`src/hw/rtl/sorted_key_table_assert.svh`:
```
// Assertion macros shared by the sorted key table RTL.
`ifndef SORTED_KEY_TABLE_ASSERT_SVH
`define SORTED_KEY_TABLE_ASSERT_SVH

// Same-cycle implication, checked at every rising edge outside reset.
`define SKT_ASSERT_IMP(lbl, clk, rst_n, ante, cons) \
    lbl: assert property (@(posedge clk) disable iff (!rst_n) (ante) |-> (cons)) \
        else $error("sorted key table check failed");

// Next-cycle implication, checked at every rising edge outside reset.
`define SKT_ASSERT_NXT(lbl, clk, rst_n, ante, cons) \
    lbl: assert property (@(posedge clk) disable iff (!rst_n) (ante) |=> (cons)) \
        else $error("sorted key table check failed");

`endif

```
`src/hw/rtl/skt_pkg.sv`:
```
// Package with the types, codes and default sizes of the sorted key table.
`timescale 1ns / 1ps
`default_nettype none

package skt_pkg;

    // Default sizes handed to the top-level parameters.
    localparam int CAPACITY_DEF     = 64;
    localparam int KEY_BITS_DEF     = 32;
    localparam int PAYLOAD_BITS_DEF = 32;

    // Port field types at their fixed widths.
    typedef logic [2:0]  t_act_field;
    typedef logic [31:0] t_word;
    typedef logic [5:0]  t_pos;
    typedef logic [6:0]  t_cnt;

    // Operation codes carried by the action field.
    typedef enum logic [2:0] {
        ACT_CLEAR     = 3'd0,
        ACT_INSERT    = 3'd1,
        ACT_DELETE    = 3'd2,
        ACT_SEARCH    = 3'd3,
        ACT_RESET_CUR = 3'd4,
        ACT_NEXT      = 3'd5
    } t_action;

    // Result status codes.
    typedef enum logic [1:0] {
        STS_OK        = 2'd0,
        STS_FULL      = 2'd1,
        STS_NOT_FOUND = 2'd2,
        STS_END       = 2'd3
    } t_status;

    // Sequencer states.
    typedef enum logic [3:0] {
        S_IDLE,
        S_INS_CHK,
        S_INS_PUT,
        S_DEL_CHK,
        S_DEL_SH,
        S_SRCH_RD,
        S_SRCH_CHK,
        S_NXT_RD,
        S_FIN
    } t_state;

    // Outcome of the shared key comparator.
    typedef struct packed {
        logic eq;
        logic gt;
    } t_cmp_res;

endpackage

`default_nettype wire

```
`src/hw/rtl/skt_ram.sv`:
```
// Generic single-write, single-read RAM with a registered read port.
`timescale 1ns / 1ps
`default_nettype none

module skt_ram #(
    parameter int WIDTH = 64,
    parameter int DEPTH = 64,
    localparam int ADDR_BITS = $clog2(DEPTH)
) (
    input  wire logic                 i_clk,
    input  wire logic                 i_wr_en,
    input  wire logic [ADDR_BITS-1:0] i_wr_addr,
    input  wire logic [WIDTH-1:0]     i_wr_data,
    input  wire logic                 i_rd_en,
    input  wire logic [ADDR_BITS-1:0] i_rd_addr,
    output logic      [WIDTH-1:0]     o_rd_data
);

    logic [WIDTH-1:0] r_mem [DEPTH];

    // One write and one registered read per cycle.
    always_ff @(posedge i_clk) begin
        if (i_wr_en) begin
            r_mem[i_wr_addr] <= i_wr_data;
        end
        if (i_rd_en) begin
            o_rd_data <= r_mem[i_rd_addr];
        end
    end

endmodule

`default_nettype wire

```
`src/hw/rtl/skt_cmp.sv`:
```
// Shared key comparator used by the scan, shift and binary search steps.
`timescale 1ns / 1ps
`default_nettype none

module skt_cmp #(
    parameter int KEY_BITS = skt_pkg::KEY_BITS_DEF
) (
    input  wire logic [KEY_BITS-1:0] i_stored_key,
    input  wire logic [KEY_BITS-1:0] i_query_key,
    output skt_pkg::t_cmp_res        o_res
);

    // Equality and greater-than of the stored key against the query key.
    always_comb begin
        o_res.eq = (i_stored_key == i_query_key);
        o_res.gt = (i_stored_key > i_query_key);
    end

endmodule

`default_nettype wire

```
`src/hw/rtl/sorted_key_table.sv`:
```
// Top level of the sorted key table: sequencer, entry memory and result register.
//
//   channel | direction | handshake                | fields
//   --------+-----------+--------------------------+------------------------------------
//   in      | to block  | i_in_valid / o_in_stall  | action, key, payload
//   out     | from block| o_out_valid / i_out_stall| status, position, key_out,
//           |           |                          | payload_out, count
//
// Clear, reset cursor and unused codes go straight to the finish state; next item first reads
// the entry at the cursor when one is left. Insert moves each larger entry up one place, one
// entry moved per cycle, then places the record; an empty table goes straight to placing.
// A full table goes to finish. Delete runs a forward scan, then one move per cycle.
// Search reads and then checks one probe at a time, over at most log2(count)+1 probes,
// until a hit or an empty range ends it.
// This stepping is set by the single memory read port and the shared comparator.
// Reset is synchronous and active low; the memory needs no clearing pass.
// While a word waits on a stalled output, the next word is accepted and worked on.
`timescale 1ns / 1ps
`default_nettype none
`include "sorted_key_table_assert.svh"

module sorted_key_table #(
    parameter int CAPACITY     = skt_pkg::CAPACITY_DEF,
    parameter int KEY_BITS     = skt_pkg::KEY_BITS_DEF,
    parameter int PAYLOAD_BITS = skt_pkg::PAYLOAD_BITS_DEF
) (
    input  wire logic                i_clk,
    input  wire logic                i_rst_n,
    input  wire logic                i_in_valid,
    output logic                     o_in_stall,
    input  wire skt_pkg::t_act_field i_action,
    input  wire skt_pkg::t_word      i_key,
    input  wire skt_pkg::t_word      i_payload,
    output logic                     o_out_valid,
    input  wire logic                i_out_stall,
    output skt_pkg::t_status         o_status,
    output skt_pkg::t_pos            o_position,
    output skt_pkg::t_word           o_key_out,
    output skt_pkg::t_word           o_payload_out,
    output skt_pkg::t_cnt            o_count
);

    localparam int CNT_BITS  = $clog2(CAPACITY + 1);
    localparam int ADDR_BITS = $clog2(CAPACITY);
    localparam int ENT_BITS  = KEY_BITS + PAYLOAD_BITS;

    // Control state.
    skt_pkg::t_state r_state, n_state;
    logic [CNT_BITS-1:0] r_count, n_count;
    logic [CNT_BITS-1:0] r_cursor, n_cursor;
    logic r_out_vld, n_out_vld;

    // Working registers of the current word.
    logic [CNT_BITS-1:0]     r_idx, n_idx;
    logic [CNT_BITS-1:0]     r_lo, n_lo;
    logic [CNT_BITS-1:0]     r_hi, n_hi;
    logic [KEY_BITS-1:0]     r_key, n_key;
    logic [PAYLOAD_BITS-1:0] r_pay, n_pay;

    // Finished result waiting for the output register.
    skt_pkg::t_status        r_st_status, n_st_status;
    logic [ADDR_BITS-1:0]    r_st_pos, n_st_pos;
    logic [KEY_BITS-1:0]     r_st_key, n_st_key;
    logic [PAYLOAD_BITS-1:0] r_st_pay, n_st_pay;

    // Output register.
    skt_pkg::t_status r_status, n_status;
    skt_pkg::t_pos    r_position, n_position;
    skt_pkg::t_word   r_key_out, n_key_out;
    skt_pkg::t_word   r_payload_out, n_payload_out;
    skt_pkg::t_cnt    r_count_out, n_count_out;

    // Memory port signals.
    logic                 w_wr_en;
    logic [ADDR_BITS-1:0] w_wr_addr;
    logic [ENT_BITS-1:0]  w_wr_data;
    logic                 w_rd_en;
    logic [ADDR_BITS-1:0] w_rd_addr;
    logic [ENT_BITS-1:0]  w_rd_data;
    logic [KEY_BITS-1:0]     w_rd_key;
    logic [PAYLOAD_BITS-1:0] w_rd_pay;

    skt_pkg::t_cmp_res w_cmp;
    skt_pkg::t_action  w_act;
    logic              w_in_acc;
    logic              w_out_free;
    logic              w_full;
    logic [CNT_BITS:0] w_cnt_ext;
    logic [CNT_BITS:0] w_idx_p1;
    logic [CNT_BITS:0] w_idx_p2;
    logic [CNT_BITS:0] w_mid_sum;
    logic [CNT_BITS-1:0] w_mid;
    logic [CNT_BITS-1:0] w_idx_m2;

    // Entry memory, key in the upper bits and payload in the lower bits.
    skt_ram #(
        .WIDTH (ENT_BITS),
        .DEPTH (CAPACITY)
    ) u_ram (
        .i_clk     (i_clk),
        .i_wr_en   (w_wr_en),
        .i_wr_addr (w_wr_addr),
        .i_wr_data (w_wr_data),
        .i_rd_en   (w_rd_en),
        .i_rd_addr (w_rd_addr),
        .o_rd_data (w_rd_data)
    );

    // Shared comparator: the entry just read against the word's key.
    skt_cmp #(
        .KEY_BITS (KEY_BITS)
    ) u_cmp (
        .i_stored_key (w_rd_key),
        .i_query_key  (r_key),
        .o_res        (w_cmp)
    );

    // Handshake and index arithmetic.
    always_comb begin
        w_rd_key   = w_rd_data[ENT_BITS-1:PAYLOAD_BITS];
        w_rd_pay   = w_rd_data[PAYLOAD_BITS-1:0];
        w_act      = skt_pkg::t_action'(i_action);
        o_in_stall = (r_state != skt_pkg::S_IDLE);
        w_in_acc   = i_in_valid && !o_in_stall;
        w_out_free = !r_out_vld || !i_out_stall;
        w_full     = (r_count == CNT_BITS'(CAPACITY));
        w_cnt_ext  = {1'b0, r_count};
        w_idx_p1   = {1'b0, r_idx} + (CNT_BITS + 1)'(1);
        w_idx_p2   = {1'b0, r_idx} + (CNT_BITS + 1)'(2);
        w_idx_m2   = r_idx - CNT_BITS'(2);
        w_mid_sum  = {1'b0, r_lo} + {1'b0, r_hi} - (CNT_BITS + 1)'(1);
        w_mid      = w_mid_sum[CNT_BITS:1];
    end

    // Next state of the sequencer.
    always_comb begin
        n_state = r_state;
        case (r_state)
            skt_pkg::S_IDLE: begin
                if (w_in_acc) begin
                    case (w_act)
                        skt_pkg::ACT_INSERT: begin
                            if (w_full) begin
                                n_state = skt_pkg::S_FIN;
                            end else if (r_count == '0) begin
                                n_state = skt_pkg::S_INS_PUT;
                            end else begin
                                n_state = skt_pkg::S_INS_CHK;
                            end
                        end
                        skt_pkg::ACT_DELETE: begin
                            n_state = (r_count == '0) ? skt_pkg::S_FIN : skt_pkg::S_DEL_CHK;
                        end
                        skt_pkg::ACT_SEARCH: begin
                            n_state = skt_pkg::S_SRCH_RD;
                        end
                        skt_pkg::ACT_NEXT: begin
                            n_state = (r_cursor < r_count) ? skt_pkg::S_NXT_RD
                                                           : skt_pkg::S_FIN;
                        end
                        default: begin
                            n_state = skt_pkg::S_FIN;
                        end
                    endcase
                end
            end
            skt_pkg::S_INS_CHK: begin
                if (!w_cmp.gt || (r_idx == CNT_BITS'(1))) begin
                    n_state = skt_pkg::S_INS_PUT;
                end
            end
            skt_pkg::S_INS_PUT: begin
                n_state = skt_pkg::S_FIN;
            end
            skt_pkg::S_DEL_CHK: begin
                if (w_idx_p1 < w_cnt_ext) begin
                    n_state = w_cmp.eq ? skt_pkg::S_DEL_SH : skt_pkg::S_DEL_CHK;
                end else begin
                    n_state = skt_pkg::S_FIN;
                end
            end
            skt_pkg::S_DEL_SH: begin
                if (!(w_idx_p2 < w_cnt_ext)) begin
                    n_state = skt_pkg::S_FIN;
                end
            end
            skt_pkg::S_SRCH_RD: begin
                n_state = (r_lo < r_hi) ? skt_pkg::S_SRCH_CHK : skt_pkg::S_FIN;
            end
            skt_pkg::S_SRCH_CHK: begin
                n_state = w_cmp.eq ? skt_pkg::S_FIN : skt_pkg::S_SRCH_RD;
            end
            skt_pkg::S_NXT_RD: begin
                n_state = skt_pkg::S_FIN;
            end
            skt_pkg::S_FIN: begin
                if (w_out_free) begin
                    n_state = skt_pkg::S_IDLE;
                end
            end
            default: begin
                n_state = skt_pkg::S_IDLE;
            end
        endcase
    end

    // Memory port control for each state.
    always_comb begin
        w_wr_en   = 1'b0;
        w_wr_addr = r_idx[ADDR_BITS-1:0];
        w_wr_data = w_rd_data;
        w_rd_en   = 1'b0;
        w_rd_addr = '0;
        case (r_state)
            skt_pkg::S_IDLE: begin
                w_rd_en = w_in_acc;
                case (w_act)
                    skt_pkg::ACT_INSERT: w_rd_addr = ADDR_BITS'(r_count - CNT_BITS'(1));
                    skt_pkg::ACT_NEXT:   w_rd_addr = r_cursor[ADDR_BITS-1:0];
                    default:             w_rd_addr = '0;
                endcase
            end
            skt_pkg::S_INS_CHK: begin
                // Move the entry up one place if it is larger, and fetch the one below it.
                w_wr_en   = w_cmp.gt;
                w_rd_en   = 1'b1;
                w_rd_addr = w_idx_m2[ADDR_BITS-1:0];
            end
            skt_pkg::S_INS_PUT: begin
                w_wr_en   = 1'b1;
                w_wr_data = {r_key, r_pay};
            end
            skt_pkg::S_DEL_CHK: begin
                w_rd_en   = 1'b1;
                w_rd_addr = w_idx_p1[ADDR_BITS-1:0];
            end
            skt_pkg::S_DEL_SH: begin
                // Move the entry down one place and fetch the next one.
                w_wr_en   = 1'b1;
                w_rd_en   = 1'b1;
                w_rd_addr = w_idx_p2[ADDR_BITS-1:0];
            end
            skt_pkg::S_SRCH_RD: begin
                w_rd_en   = 1'b1;
                w_rd_addr = w_mid[ADDR_BITS-1:0];
            end
            default: begin
                w_rd_en = 1'b0;
            end
        endcase
    end

    // Datapath and result registers.
    always_comb begin
        n_count       = r_count;
        n_cursor      = r_cursor;
        n_idx         = r_idx;
        n_lo          = r_lo;
        n_hi          = r_hi;
        n_key         = r_key;
        n_pay         = r_pay;
        n_st_status   = r_st_status;
        n_st_pos      = r_st_pos;
        n_st_key      = r_st_key;
        n_st_pay      = r_st_pay;
        n_out_vld     = r_out_vld && i_out_stall;
        n_status      = r_status;
        n_position    = r_position;
        n_key_out     = r_key_out;
        n_payload_out = r_payload_out;
        n_count_out   = r_count_out;
        case (r_state)
            skt_pkg::S_IDLE: begin
                if (w_in_acc) begin
                    n_key       = KEY_BITS'(i_key);
                    n_pay       = PAYLOAD_BITS'(i_payload);
                    n_st_status = skt_pkg::STS_OK;
                    n_st_pos    = '0;
                    n_st_key    = '0;
                    n_st_pay    = '0;
                    case (w_act)
                        skt_pkg::ACT_CLEAR: begin
                            n_count = '0;
                        end
                        skt_pkg::ACT_INSERT: begin
                            n_idx = r_count;
                            if (w_full) begin
                                n_st_status = skt_pkg::STS_FULL;
                            end
                        end
                        skt_pkg::ACT_DELETE: begin
                            n_idx = '0;
                            if (r_count == '0) begin
                                n_st_status = skt_pkg::STS_NOT_FOUND;
                            end
                        end
                        skt_pkg::ACT_SEARCH: begin
                            n_lo = '0;
                            n_hi = r_count;
                        end
                        skt_pkg::ACT_RESET_CUR: begin
                            n_cursor = '0;
                        end
                        skt_pkg::ACT_NEXT: begin
                            if (r_cursor < r_count) begin
                                n_idx    = r_cursor;
                                n_cursor = r_cursor + CNT_BITS'(1);
                            end else begin
                                n_st_status = skt_pkg::STS_END;
                            end
                        end
                        default: begin
                            n_st_status = skt_pkg::STS_OK;
                        end
                    endcase
                end
            end
            skt_pkg::S_INS_CHK: begin
                if (w_cmp.gt) begin
                    n_idx = r_idx - CNT_BITS'(1);
                end
            end
            skt_pkg::S_INS_PUT: begin
                n_count  = r_count + CNT_BITS'(1);
                n_st_pos = r_idx[ADDR_BITS-1:0];
                n_st_key = r_key;
                n_st_pay = r_pay;
            end
            skt_pkg::S_DEL_CHK: begin
                if (w_cmp.eq) begin
                    n_st_pos = r_idx[ADDR_BITS-1:0];
                    n_st_key = w_rd_key;
                    n_st_pay = w_rd_pay;
                    if (!(w_idx_p1 < w_cnt_ext)) begin
                        n_count = r_count - CNT_BITS'(1);
                    end
                end else begin
                    n_idx = w_idx_p1[CNT_BITS-1:0];
                    if (!(w_idx_p1 < w_cnt_ext)) begin
                        n_st_status = skt_pkg::STS_NOT_FOUND;
                    end
                end
            end
            skt_pkg::S_DEL_SH: begin
                n_idx = w_idx_p1[CNT_BITS-1:0];
                if (!(w_idx_p2 < w_cnt_ext)) begin
                    n_count = r_count - CNT_BITS'(1);
                end
            end
            skt_pkg::S_SRCH_RD: begin
                n_idx = w_mid;
                if (!(r_lo < r_hi)) begin
                    n_st_status = skt_pkg::STS_NOT_FOUND;
                end
            end
            skt_pkg::S_SRCH_CHK: begin
                // Narrow the half-open range [lo, hi) around the probed entry.
                if (w_cmp.eq) begin
                    n_st_pos = r_idx[ADDR_BITS-1:0];
                    n_st_key = w_rd_key;
                    n_st_pay = w_rd_pay;
                end else if (w_cmp.gt) begin
                    n_hi = r_idx;
                end else begin
                    n_lo = w_idx_p1[CNT_BITS-1:0];
                end
            end
            skt_pkg::S_NXT_RD: begin
                n_st_pos = r_idx[ADDR_BITS-1:0];
                n_st_key = w_rd_key;
                n_st_pay = w_rd_pay;
            end
            skt_pkg::S_FIN: begin
                if (w_out_free) begin
                    n_out_vld     = 1'b1;
                    n_status      = r_st_status;
                    n_position    = skt_pkg::t_pos'(r_st_pos);
                    n_key_out     = skt_pkg::t_word'(r_st_key);
                    n_payload_out = skt_pkg::t_word'(r_st_pay);
                    n_count_out   = skt_pkg::t_cnt'(r_count);
                end
            end
            default: begin
                n_out_vld = r_out_vld && i_out_stall;
            end
        endcase
    end

    // Control registers with reset.
    always_ff @(posedge i_clk) begin
        if (!i_rst_n) begin
            r_state   <= skt_pkg::S_IDLE;
            r_count   <= '0;
            r_cursor  <= '0;
            r_out_vld <= 1'b0;
        end else begin
            r_state   <= n_state;
            r_count   <= n_count;
            r_cursor  <= n_cursor;
            r_out_vld <= n_out_vld;
        end
    end

    // Data registers without reset.
    always_ff @(posedge i_clk) begin
        r_idx         <= n_idx;
        r_lo          <= n_lo;
        r_hi          <= n_hi;
        r_key         <= n_key;
        r_pay         <= n_pay;
        r_st_status   <= n_st_status;
        r_st_pos      <= n_st_pos;
        r_st_key      <= n_st_key;
        r_st_pay      <= n_st_pay;
        r_status      <= n_status;
        r_position    <= n_position;
        r_key_out     <= n_key_out;
        r_payload_out <= n_payload_out;
        r_count_out   <= n_count_out;
    end

    // Output ports.
    assign o_out_valid   = r_out_vld;
    assign o_status      = r_status;
    assign o_position    = r_position;
    assign o_key_out     = r_key_out;
    assign o_payload_out = r_payload_out;
    assign o_count       = r_count_out;

    // The entry count never passes the capacity.
    `SKT_ASSERT_IMP(a_count_bound, i_clk, i_rst_n, 1'b1, r_count <= CNT_BITS'(CAPACITY))
    // A finished result is held while the output register is still occupied.
    `SKT_ASSERT_NXT(a_fin_holds, i_clk, i_rst_n,
        (r_state == skt_pkg::S_FIN) && !w_out_free, r_state == skt_pkg::S_FIN)
    // Placing the new record adds exactly one entry.
    `SKT_ASSERT_NXT(a_insert_grows, i_clk, i_rst_n,
        r_state == skt_pkg::S_INS_PUT, r_count == $past(r_count) + CNT_BITS'(1))
    // The memory is written only while moving or placing entries.
    `SKT_ASSERT_IMP(a_write_state, i_clk, i_rst_n, w_wr_en,
        (r_state == skt_pkg::S_INS_CHK) || (r_state == skt_pkg::S_INS_PUT)
        || (r_state == skt_pkg::S_DEL_SH))

endmodule

`default_nettype wire
```
`config.mk`:
```
export PLATFORM = sky130hd
export DESIGN_NAME = sorted_key_table
export DESIGN_NICKNAME = d
export VERILOG_FILES = /design/src/hw/rtl/skt_pkg.sv /design/src/hw/rtl/skt_ram.sv /design/src/hw/rtl/skt_cmp.sv /design/src/hw/rtl/sorted_key_table.sv
export VERILOG_INCLUDE_DIRS = /design/src /design/src/hw/rtl
export SDC_FILE = /design/constraint.sdc
export NUM_CORES = 2
export LEC_CHECK = 0
export BUFFER_PORTS_ARGS = -buffer_cell sky130_fd_sc_hd__buf_4
export CAP_MARGIN = 20
export CORE_MARGIN = 5
export CORE_UTILIZATION = 35
export DETAILED_ROUTE_END_ITERATION = 16
export PLACE_DENSITY_LB_ADDON = 0.3
export SYNTH_ARGS = -nofsm -noshare
export SYNTH_HDL_FRONTEND = slang
export SYNTH_SLANG_ARGS = --single-unit
```
`constraint.sdc`:
```
create_clock -name i_clk -period 15 [get_ports i_clk]
set_input_delay 0 -clock i_clk [delete_from_list [all_inputs] [get_ports i_clk]]
set_output_delay 0 -clock i_clk [all_outputs]
set_load 0.1 [all_outputs]
```
==> flow_summary.json <==
{
  "r2r_slack_ns": 7.61,
  "synthXorXnorAreaFrac_pct": 0.126,
  "clockBufferDepth": 4,
  "worstSkewPairLatency_ns": 1.01,
  "final-setup-viol-count": 0,
  "netlist_area_sq_um": 174000,
  "path_delay_family": "buffers and inverters",
  "drc": 0,
  "dp_slack_ns": 7.72,
  "synth_edf_count": 4396,
  "clockPowerShare_pct": 33.7,
  "syn_to_final_growth_pct": 14.9,
  "port_buffers": 151,
  "r2r-start": "r_lo[1]",
  "drt_wl_total_um": 550000,
  "hold_path_depth": 4,
  "synth_simple_gate_area_share_pct": 7.33,
  "final_cell_mix": "4396 x edfxtp_1, 1914 x nand2_1, 460 x nand3_1",
  "final_core_util_pct": 40.4,
  "path_clk_slew_ns": 0.07,
  "power.total_mw": 32.2,
  "cts-buffers-inserted": 429,
  "path_class": "register to register",
  "leakagePower_nw": 62.4,
  "worstPathRequired_ns": 15.64,
  "ys_warn_count": 0,
  "htree_num_levels": 5,
  "die-area_sq_um": 510000,
  "final_common_cell": "edfxtp_1",
  "dp_hpwl_um": 278000,
  "syn_avg_cell_area_sq_um": 16.8,
  "setup_ws_ns": 7.61,
  "cpPeakStageDelay_ns": 0.82,
  "drt_iter0_drc": 14400,
  "synth_top_area_share_pct": 76.0,
  "yosys_register_bits": 4415,
  "power.share.sequential_pct": 48.4,
  "synth.area.top_cells": "edfxtp_1 76%, mux4_2 5.0%, nand2_1 4.2%",
  "relSlewSlack_pct": 19.5,
  "synth_compound_area_share_pct": 6.07,
  "drtAntennaViolNets": 0,
  "first_pass_iters": 6,
  "worst_pin_slew_ns": 1.21,
  "reg2reg_depth": 19,
  "path_cells": "inv_1, ha_1, inv_1, ha_1, inv_1, fa_1, or3b_1, a21boi_4, buf_4, nor3_4, buf_12, buf_4, buf_4, buf_4, nand2_1, a311oi_1, a311o_1, nand4_1, nor4_2",
  "hold_path_class": "primary input to register",
  "final_hold_viol_count": 0,
  "fin_crit_sh_pct": 49.3,
  "max-cap-violations": 0,
  "synth.area.mux_share_pct": 7.56,
  "switching_power_mw": 9.17,
  "synth_fa_ha_area_share_pct": 0.581,
  "rows": 258,
  "hp-start": "i_action[2]",
  "routed_via_density": 5.79,
  "crit_start": "r_lo[1]",
  "n_fill_cell": 44100,
  "syn_nets": 10500,
  "crit_fanout": 112,
  "antenna_found_initial": 22,
  "powerDensity_nw_per_um2": 161,
  "critPathArrivalTime_ns": 8.03,
  "synth_cell_types": 83,
  "skew_ns": 0.0730,
  "grt_pass1_wl_um": 766000,
  "grt_max_degree": 164,
  "synthFlopType": "edfxtp_1",
  "combPwrFrac_pct": 18.0,
  "dieHeight_um": 714,
  "vdd_drop_max_mv": 0.136,
  "outcome": "finished, final reports clean",
  "routed-via-count": 102000,
  "grt_usage_pct": 20.8,
  "critPathLaunchType": "register",
  "clkSinkCount": 4415,
  "start_util_pct": 35.1,
  "routedWlPerCell_um": 31.2,
  "final_max_slew_viol_count": 0,
  "rsz0062_at_grt": "no",
  "drive_gt1_share_pct": 15.3,
  "p_sw_share_pct": 28.4,
  "gp_congestion": 0.849,
  "grt-ovfl-total": 0,
  "ioPinCount": 152,
  "finalSetupTns_ns": 0,
  "synth_cells": 10400,
  "intPower_mw": 23.1,
  "core_area_sq_um": 494000,
  "fin_crit_ns": 7.39,
  "cts_root_buf": "clkbuf_16",
  "synth_seq_area_share_pct": 76.3,
  "cp.depth": 19,
  "end_kind": "register",
  "synth_area_leader_cell": "edfxtp_1",
  "dieWidth_um": 714,
  "crit_top_cell": "buf_4",
  "fin_nets": 10900,
  "async_flop_share_pct": 0,
  "grt_pass1_vias": 99500,
  "cts_tree": "built",
  "critPathBufInv": 8,
  "cp_slowest_cell": "nor4_2",
  "synth_top_family_by_area": "multiplexers",
  "max_freq_mhz": 135
}
## power groups by stage
stage	clock [mW]	sequential, mW	combinational, mW
after global placement	0	15.9	5.38
final	10.8	15.6	5.79
after detailed placement	0	15.9	5.56
after floorplan	0	16.2	3.10
after CTS	11.0	15.6	5.60
after global routing	11.5	15.6	6.12
## metal layers
metal / up-vias / track usage [%] / wire (um)
met5: - / 0 / 26
met4: 4 / 7.60 / 22800
met3: 1077 / 3.64 / 51000
met2: 5676 / 33.8 / 260000
met1: 53400 / 28.0 / 216000
li1: 41800 / - / -
## path summary, 6_finish.rpt
check	end
max	u_ram.o_rd_data[40]
min	r_st_status[0]
max reg2reg	u_ram.o_rd_data[40]
min reg2reg	o_key_out[8]
## cell usage after synthesis, drive strengths merged, types with 77 or more instances
master	instances
a211oi	86
a21oi	288
a221oi	264
a32o	128
buf	308
clkbuf	377
edfxtp	4396
ha	79
mux2i	452
mux4	382
nand2	1942
nand3	461
nand4	77
nor3	78
o21ai	159
## cell families after synthesis
family	after synthesis
flip-flops	4415
AND/OR/NAND/NOR	2830
AO/OA/AOI/OAI	1414
multiplexers	834
buffers and inverters	760
adder cells (fa/ha/maj)	80
XOR/XNOR	25
## stage by stage
stage	std cells	hold slack (ns)	cell area, sq um
2_1_floorplan	10400	0.0989	174000
3_3_place_gp	16600	0.180	183000
3_5_place_dp	16600	0.179	184000
4_1_cts	17600	0.00300	199000
5_1_grt	17600	0.0908	200000
6_report	17600	0.107	200000
## worst reg2reg max path: cells and delay by family, from the launching register on
family                   cells  cell delay, ns
AND/OR/NAND/NOR              5            1.62
buffers and inverters        8            3.30
flip-flops                   1            0.41
adder cells (fa/ha/maj)      3            1.04
AO/OA/AOI/OAI                3            0.67
## flip-flops by register name, summed over array words and instances, names as in the netlist, 4 cells and up
register         flops
r_st_pay            32
u_ram.o_rd_data     64
r_hi                 7
r_state              4
r_idx                7
o_count              7
r_pay               32
r_st_key            32
r_st_pos             6
r_key               32
r_cursor             7
r_lo                 7
o_position           6
o_payload_out       32
o_key_out           32
r_count              7
u_ram.r_mem       4096
## layout make-up
class                   instances  area, sq um  share of cell area [%]
clock buffers                 533        11400                    5.72
repair buffers                633         5980                    3.00
flip-flops and latches       4415       132000                    66.4
diodes                         12         30.0                  0.0151
multi-input cells            5183        38700                    19.4
inverters                      75          282                   0.141
well taps                    6500         8130                    4.08
clock inverters               252         2600                    1.30
## what timing repair did
item                       4_1_cts  5_1_grt
hold buffers                   144        0
setup endpoints to repair        0        0
gates resized for setup          0        0
hold endpoints to repair       220        0
setup buffers                    0        0
(Power assumes the default switching activity.)
